==> config.mk <==
export PLATFORM = sky130hd
export DESIGN_NAME = sbm_ctrl
export DESIGN_NICKNAME = d
export VERILOG_FILES = /design/src/hdl/stack_bytecode_machine_macros.svh /design/src/hdl/sbm_pkg.sv /design/src/hdl/sbm_ctrl.sv
export SDC_FILE = /design/constraint.sdc
export NUM_CORES = 1
export LEC_CHECK = 0
export BUFFER_PORTS_ARGS = -buffer_cell sky130_fd_sc_hd__buf_2
export CAP_MARGIN = 20
export CORE_UTILIZATION = 45
export CTS_CLUSTER_DIAMETER = 120
export DETAILED_ROUTE_END_ITERATION = 8
export GPL_TIMING_DRIVEN = 0
export MAX_ROUTING_LAYER = met4
export PLACE_DENSITY = 0.74
export SYNTH_ARGS = -nofsm -noshare
export SYNTH_HDL_FRONTEND = slang
export SYNTH_SLANG_ARGS = --single-unit
==> constraint.sdc <==
create_clock -name clk -period 1.96 [get_ports clk]
set_clock_uncertainty 0.15 [all_clocks]
set_input_delay 0.294 -clock clk [delete_from_list [all_inputs] [get_ports clk]]
set_output_delay 0.294 -clock clk [all_outputs]
set_load 0.05 [all_outputs]
==> src/hdl/stack_bytecode_machine_macros.svh <==
// Assertion macros used by the top-level file that checks this block.
`ifndef STACK_BYTECODE_MACHINE_MACROS_SVH
`define STACK_BYTECODE_MACHINE_MACROS_SVH

// The consequent must hold in the same cycle as the antecedent.
`define SBM_ASSERT_NOW(lbl, ante, cons, msg) \
    lbl: assert property (@(posedge clk) disable iff (!rst_n) (ante) |-> (cons)) \
        else $error(msg);

// The consequent must hold in the cycle after the antecedent.
`define SBM_ASSERT_NEXT(lbl, ante, cons, msg) \
    lbl: assert property (@(posedge clk) disable iff (!rst_n) (ante) |=> (cons)) \
        else $error(msg);

`endif

==> src/hdl/sbm_pkg.sv <==
package sbm_pkg;

    localparam int MEM_WORDS = 16384;
    localparam int MEM_AW    = $clog2(MEM_WORDS);

    localparam logic [1:0] REQ_WRITE  = 2'd0;
    localparam logic [1:0] REQ_EXEC   = 2'd1;
    localparam logic [1:0] REQ_SETACC = 2'd2;

    localparam logic [2:0] ST_RUN  = 3'd0;
    localparam logic [2:0] ST_EXIT = 3'd1;
    localparam logic [2:0] ST_SYS  = 3'd2;
    localparam logic [2:0] ST_UNK  = 3'd3;
    localparam logic [2:0] ST_DIVZ = 3'd4;

    localparam logic [5:0] OP_LEA  = 6'd0;
    localparam logic [5:0] OP_IMM  = 6'd1;
    localparam logic [5:0] OP_JMP  = 6'd2;
    localparam logic [5:0] OP_CALL = 6'd3;
    localparam logic [5:0] OP_JZ   = 6'd4;
    localparam logic [5:0] OP_JNZ  = 6'd5;
    localparam logic [5:0] OP_ENT  = 6'd6;
    localparam logic [5:0] OP_ADJ  = 6'd7;
    localparam logic [5:0] OP_LEV  = 6'd8;
    localparam logic [5:0] OP_LI   = 6'd9;
    localparam logic [5:0] OP_LC   = 6'd10;
    localparam logic [5:0] OP_SI   = 6'd11;
    localparam logic [5:0] OP_SC   = 6'd12;
    localparam logic [5:0] OP_PUSH = 6'd13;
    localparam logic [5:0] OP_OR   = 6'd14;
    localparam logic [5:0] OP_XOR  = 6'd15;
    localparam logic [5:0] OP_AND  = 6'd16;
    localparam logic [5:0] OP_EQ   = 6'd17;
    localparam logic [5:0] OP_NE   = 6'd18;
    localparam logic [5:0] OP_LT   = 6'd19;
    localparam logic [5:0] OP_GT   = 6'd20;
    localparam logic [5:0] OP_LE   = 6'd21;
    localparam logic [5:0] OP_GE   = 6'd22;
    localparam logic [5:0] OP_SHL  = 6'd23;
    localparam logic [5:0] OP_SHR  = 6'd24;
    localparam logic [5:0] OP_ADD  = 6'd25;
    localparam logic [5:0] OP_SUB  = 6'd26;
    localparam logic [5:0] OP_MUL  = 6'd27;
    localparam logic [5:0] OP_DIV  = 6'd28;
    localparam logic [5:0] OP_MOD  = 6'd29;
    localparam logic [5:0] OP_SYS_FIRST = 6'd30;
    localparam logic [5:0] OP_SYS_LAST  = 6'd36;
    localparam logic [5:0] OP_EXIT = 6'd37;

    localparam logic [16:0] SP_TOP = 17'h10000;

    typedef enum logic [2:0] {
        ADDR_PC, ADDR_SP, ADDR_SPM4, ADDR_BP, ADDR_ACC, ADDR_TMP, ADDR_IN
    } addr_sel_t;

    typedef enum logic [2:0] {
        WD_IN, WD_ACC, WD_PC, WD_BP, WD_BYTE
    } wd_sel_t;

    typedef enum logic [1:0] {
        PC_KEEP, PC_INC, PC_TGT
    } pc_op_t;

    typedef enum logic [2:0] {
        SP_KEEP, SP_INC, SP_DEC, SP_BP, SP_ENT, SP_ADJ
    } sp_op_t;

    typedef enum logic [1:0] {
        BP_KEEP, BP_SPM4, BP_RD
    } bp_op_t;

    typedef enum logic [2:0] {
        ACC_KEEP, ACC_RD, ACC_IN, ACC_LEA, ACC_BYTE, ACC_ALU, ACC_DIV
    } acc_op_t;

    typedef struct packed {
        logic      in_ld;
        addr_sel_t addr_sel;
        logic      mem_we;
        wd_sel_t   wd_sel;
        pc_op_t    pc_op;
        sp_op_t    sp_op;
        bp_op_t    bp_op;
        acc_op_t   acc_op;
        logic      op_ld;
        logic      tmp_ld;
        logic      div_start;
        logic      sys_ld;
        logic      halt_ld;
        logic [2:0] halt_code;
        logic      halt_rd;
        logic      out_ld;
    } sbm_cmd_t;

    typedef struct packed {
        logic [5:0] op;
        logic       op_known;
        logic       acc_zero;
        logic       halted;
        logic       div_busy;
        logic       div_done;
    } sbm_stat_t;

endpackage

==> src/hdl/sbm_ctrl.sv <==
module sbm_ctrl (
    input  logic               clk,
    input  logic               rst_n,
    input  logic               in_valid,
    output logic               in_ready,
    input  logic [1:0]         req_type,
    output logic               out_valid,
    input  logic               out_ready,
    input  sbm_pkg::sbm_stat_t stat,
    output sbm_pkg::sbm_cmd_t  cmd
);
    import sbm_pkg::*;

    localparam logic [4:0] S_IDLE   = 5'd0;
    localparam logic [4:0] S_WR     = 5'd1;
    localparam logic [4:0] S_SETACC = 5'd2;
    localparam logic [4:0] S_OP     = 5'd3;
    localparam logic [4:0] S_LATCH  = 5'd4;
    localparam logic [4:0] S_DEC    = 5'd5;
    localparam logic [4:0] S_IMM    = 5'd6;
    localparam logic [4:0] S_JMP    = 5'd7;
    localparam logic [4:0] S_LEV1   = 5'd8;
    localparam logic [4:0] S_LEV2   = 5'd9;
    localparam logic [4:0] S_LEV3   = 5'd10;
    localparam logic [4:0] S_LD     = 5'd11;
    localparam logic [4:0] S_POP    = 5'd12;
    localparam logic [4:0] S_ST     = 5'd13;
    localparam logic [4:0] S_SC     = 5'd14;
    localparam logic [4:0] S_EXIT   = 5'd15;
    localparam logic [4:0] S_BIN    = 5'd16;
    localparam logic [4:0] S_ALU    = 5'd17;
    localparam logic [4:0] S_DIV    = 5'd18;
    localparam logic [4:0] S_DONE   = 5'd19;

    logic [4:0] state_reg, state_next;
    logic       out_valid_reg, out_valid_next;

    always_comb
    begin
        cmd            = '0;
        state_next     = state_reg;
        out_valid_next = out_valid_reg && !out_ready;
        unique case (state_reg)
            S_IDLE:
            begin
                if (in_valid)
                begin
                    cmd.in_ld = 1'b1;
                    unique case (req_type)
                        REQ_WRITE:  state_next = S_WR;
                        REQ_EXEC:   state_next = stat.halted ? S_DONE : S_OP;
                        REQ_SETACC: state_next = S_SETACC;
                        default:    state_next = S_DONE;
                    endcase
                end
            end
            S_WR:
            begin
                cmd.addr_sel = ADDR_IN;
                cmd.wd_sel   = WD_IN;
                cmd.mem_we   = 1'b1;
                state_next   = S_DONE;
            end
            S_SETACC:
            begin
                cmd.acc_op = ACC_IN;
                state_next = S_DONE;
            end
            S_OP:
            begin
                cmd.addr_sel = ADDR_PC;
                cmd.pc_op    = PC_INC;
                state_next   = S_LATCH;
            end
            S_LATCH:
            begin
                cmd.op_ld  = 1'b1;
                state_next = S_DEC;
            end
            S_DEC:
            begin
                state_next = S_DONE;
                if (!stat.op_known)
                begin
                    cmd.halt_ld   = 1'b1;
                    cmd.halt_code = ST_UNK;
                end
                else
                begin
                    unique case (stat.op) inside
                        OP_LEA, OP_IMM, OP_CALL, OP_JZ, OP_JNZ, OP_ENT, OP_ADJ:
                        begin
                            cmd.addr_sel = ADDR_PC;
                            cmd.pc_op    = PC_INC;
                            state_next   = S_IMM;
                        end
                        OP_JMP:
                        begin
                            cmd.addr_sel = ADDR_PC;
                            state_next   = S_JMP;
                        end
                        OP_LEV:
                        begin
                            cmd.addr_sel = ADDR_BP;
                            cmd.sp_op    = SP_BP;
                            state_next   = S_LEV1;
                        end
                        OP_LI, OP_LC:
                        begin
                            cmd.addr_sel = ADDR_ACC;
                            state_next   = S_LD;
                        end
                        OP_SI, OP_SC:
                        begin
                            cmd.addr_sel = ADDR_SP;
                            cmd.sp_op    = SP_INC;
                            state_next   = S_POP;
                        end
                        OP_PUSH:
                        begin
                            cmd.addr_sel = ADDR_SPM4;
                            cmd.wd_sel   = WD_ACC;
                            cmd.mem_we   = 1'b1;
                            cmd.sp_op    = SP_DEC;
                        end
                        [OP_OR:OP_MOD]:
                        begin
                            cmd.addr_sel = ADDR_SP;
                            state_next   = S_BIN;
                        end
                        [OP_SYS_FIRST:OP_SYS_LAST]:
                        begin
                            cmd.sys_ld = 1'b1;
                        end
                        OP_EXIT:
                        begin
                            cmd.addr_sel = ADDR_SP;
                            state_next   = S_EXIT;
                        end
                        default:
                        begin
                            cmd.halt_ld   = 1'b1;
                            cmd.halt_code = ST_UNK;
                        end
                    endcase
                end
            end
            S_IMM:
            begin
                state_next = S_DONE;
                case (stat.op)
                    OP_LEA:  cmd.acc_op = ACC_LEA;
                    OP_IMM:  cmd.acc_op = ACC_RD;
                    OP_CALL:
                    begin
                        cmd.addr_sel = ADDR_SPM4;
                        cmd.wd_sel   = WD_PC;
                        cmd.mem_we   = 1'b1;
                        cmd.sp_op    = SP_DEC;
                        cmd.pc_op    = PC_TGT;
                    end
                    OP_JZ:   cmd.pc_op = stat.acc_zero ? PC_TGT : PC_KEEP;
                    OP_JNZ:  cmd.pc_op = stat.acc_zero ? PC_KEEP : PC_TGT;
                    OP_ENT:
                    begin
                        cmd.addr_sel = ADDR_SPM4;
                        cmd.wd_sel   = WD_BP;
                        cmd.mem_we   = 1'b1;
                        cmd.bp_op    = BP_SPM4;
                        cmd.sp_op    = SP_ENT;
                    end
                    OP_ADJ:  cmd.sp_op = SP_ADJ;
                    default: cmd.acc_op = ACC_KEEP;
                endcase
            end
            S_JMP:
            begin
                cmd.pc_op  = PC_TGT;
                state_next = S_DONE;
            end
            S_LEV1:
            begin
                cmd.bp_op  = BP_RD;
                cmd.sp_op  = SP_INC;
                state_next = S_LEV2;
            end
            S_LEV2:
            begin
                cmd.addr_sel = ADDR_SP;
                cmd.sp_op    = SP_INC;
                state_next   = S_LEV3;
            end
            S_LEV3:
            begin
                cmd.pc_op  = PC_TGT;
                state_next = S_DONE;
            end
            S_LD:
            begin
                cmd.acc_op = (stat.op == OP_LC) ? ACC_BYTE : ACC_RD;
                state_next = S_DONE;
            end
            S_POP:
            begin
                cmd.tmp_ld = 1'b1;
                state_next = S_ST;
            end
            S_ST:
            begin
                cmd.addr_sel = ADDR_TMP;
                if (stat.op == OP_SI)
                begin
                    cmd.wd_sel = WD_ACC;
                    cmd.mem_we = 1'b1;
                    state_next = S_DONE;
                end
                else
                begin
                    state_next = S_SC;
                end
            end
            S_SC:
            begin
                cmd.addr_sel = ADDR_TMP;
                cmd.wd_sel   = WD_BYTE;
                cmd.mem_we   = 1'b1;
                state_next   = S_DONE;
            end
            S_EXIT:
            begin
                cmd.halt_ld   = 1'b1;
                cmd.halt_code = ST_EXIT;
                cmd.halt_rd   = 1'b1;
                state_next    = S_DONE;
            end
            S_BIN:
            begin
                cmd.tmp_ld = 1'b1;
                state_next = S_ALU;
            end
            S_ALU:
            begin
                state_next = S_DONE;
                if (stat.op == OP_DIV || stat.op == OP_MOD)
                begin
                    if (stat.acc_zero)
                    begin
                        cmd.halt_ld   = 1'b1;
                        cmd.halt_code = ST_DIVZ;
                    end
                    else
                    begin
                        cmd.div_start = 1'b1;
                        state_next    = S_DIV;
                    end
                end
                else
                begin
                    cmd.acc_op = ACC_ALU;
                    cmd.sp_op  = SP_INC;
                end
            end
            S_DIV:
            begin
                if (stat.div_done)
                begin
                    cmd.acc_op = ACC_DIV;
                    cmd.sp_op  = SP_INC;
                    state_next = S_DONE;
                end
            end
            S_DONE:
            begin
                if (!out_valid_reg || out_ready)
                begin
                    cmd.out_ld     = 1'b1;
                    out_valid_next = 1'b1;
                    state_next     = S_IDLE;
                end
            end
            default: state_next = S_IDLE;
        endcase
    end

    always_ff @(posedge clk or negedge rst_n)
    begin
        if (!rst_n)
        begin
            state_reg     <= S_IDLE;
            out_valid_reg <= 1'b0;
        end
        else
        begin
            state_reg     <= state_next;
            out_valid_reg <= out_valid_next;
        end
    end

    assign in_ready  = (state_reg == S_IDLE);
    assign out_valid = out_valid_reg;
endmodule

# Word level (Yosys, flattened, before mapping)
# Index checks and enable logic that the tools add are counted.
dict set report op_classes {
  magnitude_cmp 4
  eq_ne 40
  n_mux 55
  n_reduce_logical 21
}
# cell n
set ops {}
lappend ops {{$pmux W5 S13} 1}
lappend ops {{$pmux W3 S5} 3}
lappend ops {{$eq A5 B4 Y1 const B} 8}
lappend ops {{$eq A6 B4 Y1 const B} 6}
lappend ops {{$pmux W5 S7} 1}
lappend ops {{$mux W5} 6}
lappend ops {{$eq A6 B3 Y1 const B} 4}
lappend ops {{$mux W4} 6}
lappend ops {{$mux W1} 21}
lappend ops {{$eq A5 B3 Y1 const B} 4}
lappend ops {{$eq A5 B5 Y1 const B} 4}
lappend ops {{$pmux W4 S5} 1}
lappend ops {{$reduce_or A17 Y1} 1}
lappend ops {{$pmux W5 S3} 1}
lappend ops {{$eq A6 B2 Y1 const B} 2}
lappend ops {{$eq A6 B5 Y1 const B} 2}
lappend ops {{$mux W12} 1}
lappend ops {{$pmux W2 S3} 2}
lappend ops {{$pmux W3 S4} 1}
lappend ops {{$pmux W4 S3} 1}
lappend ops {{$pmux W6 S2} 1}
lappend ops {{$reduce_or A2 Y1} 6}
lappend ops {{$eq A5 B2 Y1 const B} 2}
lappend ops {{$mux W3} 3}
lappend ops {{24 further kinds} 32}
dict set report word_totals {
  reg_bits 6
  inputBits 17
  out_inout_bits 30
  word_cells 122
}

# Longest topological paths before layout
# Gate-level depths: netlist of run 1.
dict set report logic_depth {
  ltp_word 6
  mapped_depth 6
  mapped_depth_nobuf 5
}

# Worst setup path after synthesis of run 1
# No wires, ideal clock.
dict set report synth_timing {
  kind {reg-to-output}
  start {register state_reg[0]}
  end {output cmd[22] (netlist name)}
  arrival_time_ns 2.464
  slack_ns -0.948
  path_stages_with_launch 5
  n_path_buf 3
  cell_sequence {dfrtp_1 > buf_4 > buf_2 > buf_2 > nor4b_1}
}
# item line
set synth_lines {}
lappend synth_lines {{start, declared} sbm_ctrl.sv:35} ;# logic [4:0] state_reg, state_next;
lappend synth_lines {{start signal, assigned} sbm_ctrl.sv:294} ;# state_reg <= state_next;
lappend synth_lines {{end, declared} sbm_ctrl.sv:10} ;# output sbm_pkg::sbm_cmd_t cmd

==> results.cfg, run 1 <==
[die]
ios = 47
die_h_microns = 55.88
die-width_microns = 55.88
rows = 19
initial_core_util_pct = 47.37
fp.coreArea_sq_um = 2758
dieArea_sq_um = 3122

[grt]
grt_overflow = 0
grt_pass1_vias = 2077
grt_max_degree = 11
antenna_found_initial = 0
grt_pass1_wl_microns = 10260
grt_usage_pct = 43.10

[logic_synthesis]
synth-simple-area-share_pct = 47.51
async_flop_share_pct = 100.0
yosysTopAreaCellShare_pct = 11.49
synth_top_family_by_area = simple AND/OR/NAND/NOR gates
syn-mean-instance-area_sq_um = 6.699
synthMuxAreaShare_pct = 0.7663
synth_common_cells = nand2_1, nor2_1, o21ai_0
yosysWarnings = 0
yosysTopAreaCell = dfrtp_1
synth.most_common_cell = nand2_1
netlist_instances = 195
synth_flop_cell = dfrtp_1
synth_edf_count = 0
synth-xor-area-share_pct = 2.011
ys_seq_area_share_pct = 11.49
synth_fa_ha_area_share_pct = 0
ys_types = 59
syn_nets = 212
syn_area_sq_um = 1306
synth-seq-cells = 6
synth_area_leaders = dfrtp_1, nand2_1, nor2_1
synth_compound_area_share_pct = 29.12

[critical_path]
cp_slowest_stage_delay_ns = 0.60
slowest_stage = nor3b_2
crit_arrival_ns = 1.93
crit_path_start_kind = input port
required_ns = 1.52
worstSetupPathType = input port to output pin
path_cells = buf_2, nor2b_1, nor3b_2, and3_4, or2_4, buf_8
reg2reg_slack_ns = -0.14
critPathMaxFanout = 5
worstSetupEndpointType = output pin

[sta]
setup_viol = 32
fin_crit_sh_pct = 121.1
relSlewSlack_pct = 56.60
tns_ns = -7.108
layout_setup_ws_ns = -0.4136
hold_slack_ns = 0.2360
hold_viol = 0
finalMaxSlewViolations = 0
rsz0062_at_grt = true
fmax_mhz = 421.3
min_period_ns = 2.374
tightestPinTransition_ns = 0.6482

[run_status]
status = complete, but fails checks
violations = setup timing

[drt]
routed.top_layer = met4
dr_total_vias = 2347
wirelength_microns = 8399
wl_met2_microns = 3730
detail_route.wl_per_cell_microns = 26.25
drt-met1-wl_microns = 2751
drc = 0
vias_per_cell = 7.334
drt-initial-drc-count = 408
ant_nets = 0
first_pass_iters = 5
met3_length_microns = 1016

[finish]
fin_util_pct = 97.41
final_nets = 307
drive_above_1_share_pct = 64.71
final_cell_area_sq_um = 2686
fillers = 44
syn_to_final_growth_pct = 105.7
finalNonFillerCells = 320
insertedDiodeCount = 0
largest_reg_flops = 5

[place]
dp_hpwl_microns = 3623
portBuffers = 43
dpl.cell_count = 269
placed_area_sq_um = 1760
gp_congestion = 0.9199

[cts]
clock_latency_ns = 0.26
clockRootBuffer = clkbuf_4
cts_sinks = 6
cts_tree = done
cts-htree-levels = 1
clock_path_buffers = 2
path_clk_slew_ns = 0.05
cts_buffers = 3

[power]
p_per_area_nw_per_um2 = 1469
power_leakage_nw = 1.126
ir_drop_uv = 1892

[run]
maxCapViolCount = 0

[worst_hold_path]
hold_class = input port to asynchronous set/reset pin
[metrics by stage]
| stage | power (mW) | setup slack [ns] |
|---|---|---|
| 2_1_floorplan | 1.750 | -0.2948 |
| 3_3_place_gp | 2.138 | -0.2722 |
| 3_5_place_dp | 2.150 | -0.2482 |
| 4_1_cts | 3.260 | -0.3382 |
| 5_1_grt | 4.025 | -0.4118 |
| 6_report | 3.946 | -0.4136 |
[worst max-delay path: cells and delay by family]
kind,cells,cell delay (ns)
AND/OR/NAND/NOR,4,1.32
buffers and inverters,2,0.32
[metal layers]
layer / vias up / GRT usage (%)
li1: 909 / -
met1: 1068 / 50.65
met2: 259 / 71.26
met3: 111 / 4.651
met4: 0 / 25.44
met5: - / -
[kinds of logic (layout without fill, tap and decap cells)]
family                 Yosys count  after routing
buffers and inverters           22            116
AND/OR/NAND/NOR                108            108
XOR/XNOR                         3              3
AO/OA/AOI/OAI                   55             55
multiplexers                     1              1
flip-flops                       6              6
[final timing paths]
path	from	to	depth (start not counted)
min reg2reg	out_valid	out_valid	2
min in group clk	out_ready	out_valid	3
min	rst_n	state_reg[0]	2
max	stat[9]	cmd[5]	6
max reg2reg	state_reg[2]	state_reg[4]	10
max in group asynchronous	rst_n	state_reg[4]	2
[repair_timing]
action,CTS,global route
endpoints found under the setup margin,29,33
hold buffers,1,0
gates resized for setup,107,41
endpoints found under the hold margin,6,0
buffers inserted,37,12
pin swaps,19,22
[final cells by class]
type / instances / area [sq um] / area share (%)
inverters: 6 / 35.03 / 1.304
well taps: 31 / 38.79 / 1.444
clock buffers: 4 / 26.28 / 0.9781
repair buffers: 92 / 878.3 / 32.70
plain buffers: 14 / 135.1 / 5.030
multi-input cells: 167 / 1419 / 52.82
flip-flops and latches: 6 / 153.9 / 5.729
[cell usage in the layout (no fill, tap or decap), drive strengths merged, types with 4 or more instances in the layout]
master	Yosys	routed
a21oi	9	9
and3	4	4
dfrtp	6	6
nor2b	6	6
o21ai	11	11
a31oi	4	4
inv	6	6
nor2	25	25
nand3	10	10
clkbuf	1	6
or3	4	4
nor3	10	10
buf	15	103
nand2	29	29
[power by group]
part / total, mW / switching, mW / leakage (nW) / internal (mW)
Clock: 0.130 / 0.0523 / 0.0150 / 0.0776
Sequential: 0.254 / 0.0693 / 0.0726 / 0.185
Combinational: 3.56 / 2.02 / 1.04 / 1.54
Note: power is estimated with default switching activity, not from simulation.
==> run 2, diff against run 1 <==
--- a/config.mk
+++ b/config.mk
@@ -10,7 +10,6 @@
 export CORE_UTILIZATION = 45
 export CTS_CLUSTER_DIAMETER = 120
 export DETAILED_ROUTE_END_ITERATION = 8
-export GPL_TIMING_DRIVEN = 0
 export MAX_ROUTING_LAYER = met4
 export PLACE_DENSITY = 0.74
 export SYNTH_ARGS = -nofsm -noshare
==> run 2 against run 1 <==
Synthesized cell count stayed put. The run now fails in global routing. Synthesized area stayed put.
==> results.cfg, run 2 <==
[logic_synthesis]
synth.most_common_cell = nand2_1
synth_common_cells = nand2_1, nor2_1, o21ai_0
ys_types = 59
synth_edf_count = 0
synth_flop_cell = dfrtp_1
yosysTopAreaCell = dfrtp_1
ys_seq_area_share_pct = 11.49
syn_area_sq_um = 1306
netlist_instances = 195
synth-seq-cells = 6
yosysWarnings = 0
syn_nets = 212
syn-mean-instance-area_sq_um = 6.699
synth_area_leaders = dfrtp_1, nand2_1, nor2_1
async_flop_share_pct = 100.0
yosysTopAreaCellShare_pct = 11.49

[die]
die_h_microns = 55.88
rows = 19
ios = 47
initial_core_util_pct = 47.37
die-width_microns = 55.88

[run_status]
stop_stage = global routing
status = stopped before the end
firstError = [ERROR GRT-0116] Global routing finished with congestion. Check the congestion regions in the DRC Viewer.

[cts]
cts_sinks = 6
clockRootBuffer = clkbuf_4
clock_path_buffers = 2
cts_buffers = 3
cts-htree-levels = 1

[grt]
grt_max_degree = 13
grt_pass1_wl_microns = 14930
grt_usage_pct = 64.27
grt_pass1_vias = 2888
grt_overflow = 2

[place]
dp_hpwl_microns = 3968
portBuffers = 45
dp_slack_ns = -0.2052
gp_congestion = 0.9104
run 2: cell counts after synthesis:
Identical to the previous run, type by type.
run 2: metal layers:
metal  GRT overflow  global-route usage, %
met1              0                  61.15
met2              1                  87.44
met3              0                  36.28
met4              1                  66.90
met5              -                      -
run 2: per-stage QoR:
step | area [sq um] | instances | hold WS (ns) | setup TNS (ns)
2_1_floorplan | 1506 | 195 | -0.1516 | -1.856
3_3_place_gp | 2146 | 320 | -0.03461 | -1.271
3_5_place_dp | 2146 | 320 | -0.03197 | -1.900
4_1_cts | 2704 | 351 | 0.1920 | -3.991
run 2: timing repair:
action	4_1_cts
setup buffers	27
gates cloned	1
resized for setup	98
pin swaps	26
endpoints found under the hold margin	6
hold buffers	1
endpoints found under the setup margin	29
run 2: cell families after synthesis:
| kind of cell | Yosys count | synth area share [%] |
|---|---|---|
| AO/OA/AOI/OAI | 55 | 29.12 |
| XOR/XNOR | 3 | 2.012 |
| buffers and inverters | 22 | 9.099 |
| flip-flops | 6 | 11.49 |
| multiplexers | 1 | 0.7663 |
| AND/OR/NAND/NOR | 108 | 47.51 |
==> run 3, diff against run 2 <==
--- a/config.mk
+++ b/config.mk
@@ -7,11 +7,9 @@
 export LEC_CHECK = 0
 export BUFFER_PORTS_ARGS = -buffer_cell sky130_fd_sc_hd__buf_2
 export CAP_MARGIN = 20
-export CORE_UTILIZATION = 45
-export CTS_CLUSTER_DIAMETER = 120
+export CORE_UTILIZATION = 30
 export DETAILED_ROUTE_END_ITERATION = 8
-export MAX_ROUTING_LAYER = met4
-export PLACE_DENSITY = 0.74
+export PLACE_DENSITY_LB_ADDON = 0.15
 export SYNTH_ARGS = -nofsm -noshare
 export SYNTH_HDL_FRONTEND = slang
 export SYNTH_SLANG_ARGS = --single-unit
==> run 3 against run 2 <==
The flow now finishes, with violations (setup timing).
==> results.cfg, run 3 (synthesis gave the netlist of run 1 again) <==
[sta]
tightestPinTransition_ns = 0.4257
fmax_mhz = 455.5
layout_setup_ws_ns = -0.2353
finalMaxSlewViolations = 0
hold_viol = 0
rsz0062_at_grt = true
min_period_ns = 2.195
relSlewSlack_pct = 71.53
fin_crit_sh_pct = 112.0
setup_viol = 20

[cts]
cts-htree-levels = 1
clock_latency_ns = 0.21
clock_path_buffers = 2
path_clk_slew_ns = 0.03
clockRootBuffer = clkbuf_8
cts_sinks = 6
cts_tree = done
cts_buffers = 3

[critical_path]
crit_path_start_kind = flip-flop
worstSetupPathType = flip-flop to output pin
required_ns = 1.52
critPathBufInv = 1
slowest_stage = dfrtp_2
crit_arrival_ns = 1.75
cp_slowest_stage_delay_ns = 0.44
path_cells = and3b_2, nand3_4, nor3_2, or3_4, a21o_4, buf_8
critPathTopFamily = simple AND/OR/NAND/NOR gates
critPathMaxFanout = 4
worstSetupEndpointType = output pin

[drt]
dr_total_vias = 2019
detail_route.wl_per_cell_microns = 15.68
ant_nets = 0
first_pass_iters = 5
drc = 0
vias_per_cell = 5.577
drt-initial-drc-count = 158
wirelength_microns = 5677

[power]
switching_power_mw = 1.756
p_per_area_nw_per_um2 = 1200
combPwrFrac_pct = 87.2
power.share.sequential_pct = 7.8
sw_frac_of_total_pct = 51.27
clock_power_share_pct = 5.1
power_leakage_nw = 1.224
ir_drop_uv = 553.6
p_int_mw = 1.669

[finish]
final_cell_area_sq_um = 2855
drive_above_1_share_pct = 66.35
fin_util_pct = 69.87
finalNonFillerCells = 362
most-common-layout-cells = buf_4, buf_6, nand2_1
syn_to_final_growth_pct = 118.6
insertedDiodeCount = 0
largest_reg_flops = 5
layout_commonest_cell = buf_4
final_nets = 331

[grt]
antenna_found_initial = 0
grt_max_degree = 13
grt_usage_pct = 23.75
grt_pass1_wl_microns = 8252
grt_overflow = 0
grt_use_met2_pct = 40.93
grt_use_met1_pct = 31.91
busiest_layer = met2
use_met3_pct = 1.667
grt_pass1_vias = 1766

[die]
die-width_microns = 67.99
dieArea_sq_um = 4622
fp.coreArea_sq_um = 4086
initial_core_util_pct = 31.97
ios = 47
die_h_microns = 67.99
rows = 23

[run_status]
violations = setup timing
status = complete, but fails checks

[place]
dp_hpwl_microns = 4046
placed_area_sq_um = 2210
dp_slack_ns = -0.1665
portBuffers = 45
dpl.cell_count = 341
gp_congestion = 0.9004

[worst_hold_path]
hold_class = input port to flip-flop

[run]
maxCapViolCount = 0
[run 3: tightest hold or removal path, delay by kind of cell]
family | cells | cell delay, ns
buf+inv | 1 | 0.08
simple gates | 2 | 0.17
[run 3: power groups by stage]
stage	Combinational, mW	Sequential [mW]	Clock (mW)
finish	2.99	0.266	0.173
global route	3.14	0.275	0.187
CTS	2.62	0.259	0.176
detailed placement	2.25	0.256	0
global placement	2.25	0.256	0
floorplan	1.48	0.267	0
[run 3: stage by stage]
| stage | TNS, ns | total power, mW | hold WS, ns |
|---|---|---|---|
| after floorplan | -1.856 | 1.750 | -0.1516 |
| after global placement | -1.061 | 2.506 | -0.03024 |
| after detailed placement | -1.113 | 2.509 | -0.03119 |
| after CTS | -2.328 | 3.060 | 0.2352 |
| after global routing | -3.809 | 3.602 | 0.2579 |
| final | -2.131 | 3.425 | 0.2287 |
[run 3: worst paths after layout]
kind,start,to,slack [ns],cells after the start
min,out_ready,out_valid,0.23,3
min reg2reg,out_valid,out_valid,0.38,2
max in group asynchronous,rst_n,state_reg[3],1.23,2
max reg2reg,state_reg[3],state_reg[4],0.02,7
min in group asynchronous,rst_n,out_valid,0.28,2
max,state_reg[2],cmd[23],-0.24,6
[run 3: layout make-up]
type | instances | area (sq um)
fill | 305 | 1231
inverter | 6 | 40.04
tap | 50 | 62.56
sequential | 6 | 155.1
clock buffer | 3 | 41.29
multi-input combinational | 167 | 1386
timing repair buffer | 130 | 1170
[run 3: routing by layer]
metal | routed length (microns) | vias up
met5 | 0 | -
met4 | 112 | 0
met3 | 371 | 11
met1 | 2384 | 961
li1 | - | 957
met2 | 2809 | 90
[run 3: timing repair]
action | CTS | global route
gates cloned | 0 | 0
hold buffers | 1 | 0
pin swaps | 11 | 14
buffers inserted | 11 | 8
gates resized for setup | 80 | 47
endpoints found under the setup margin | 28 | 32
endpoints found under the hold margin | 6 | 0
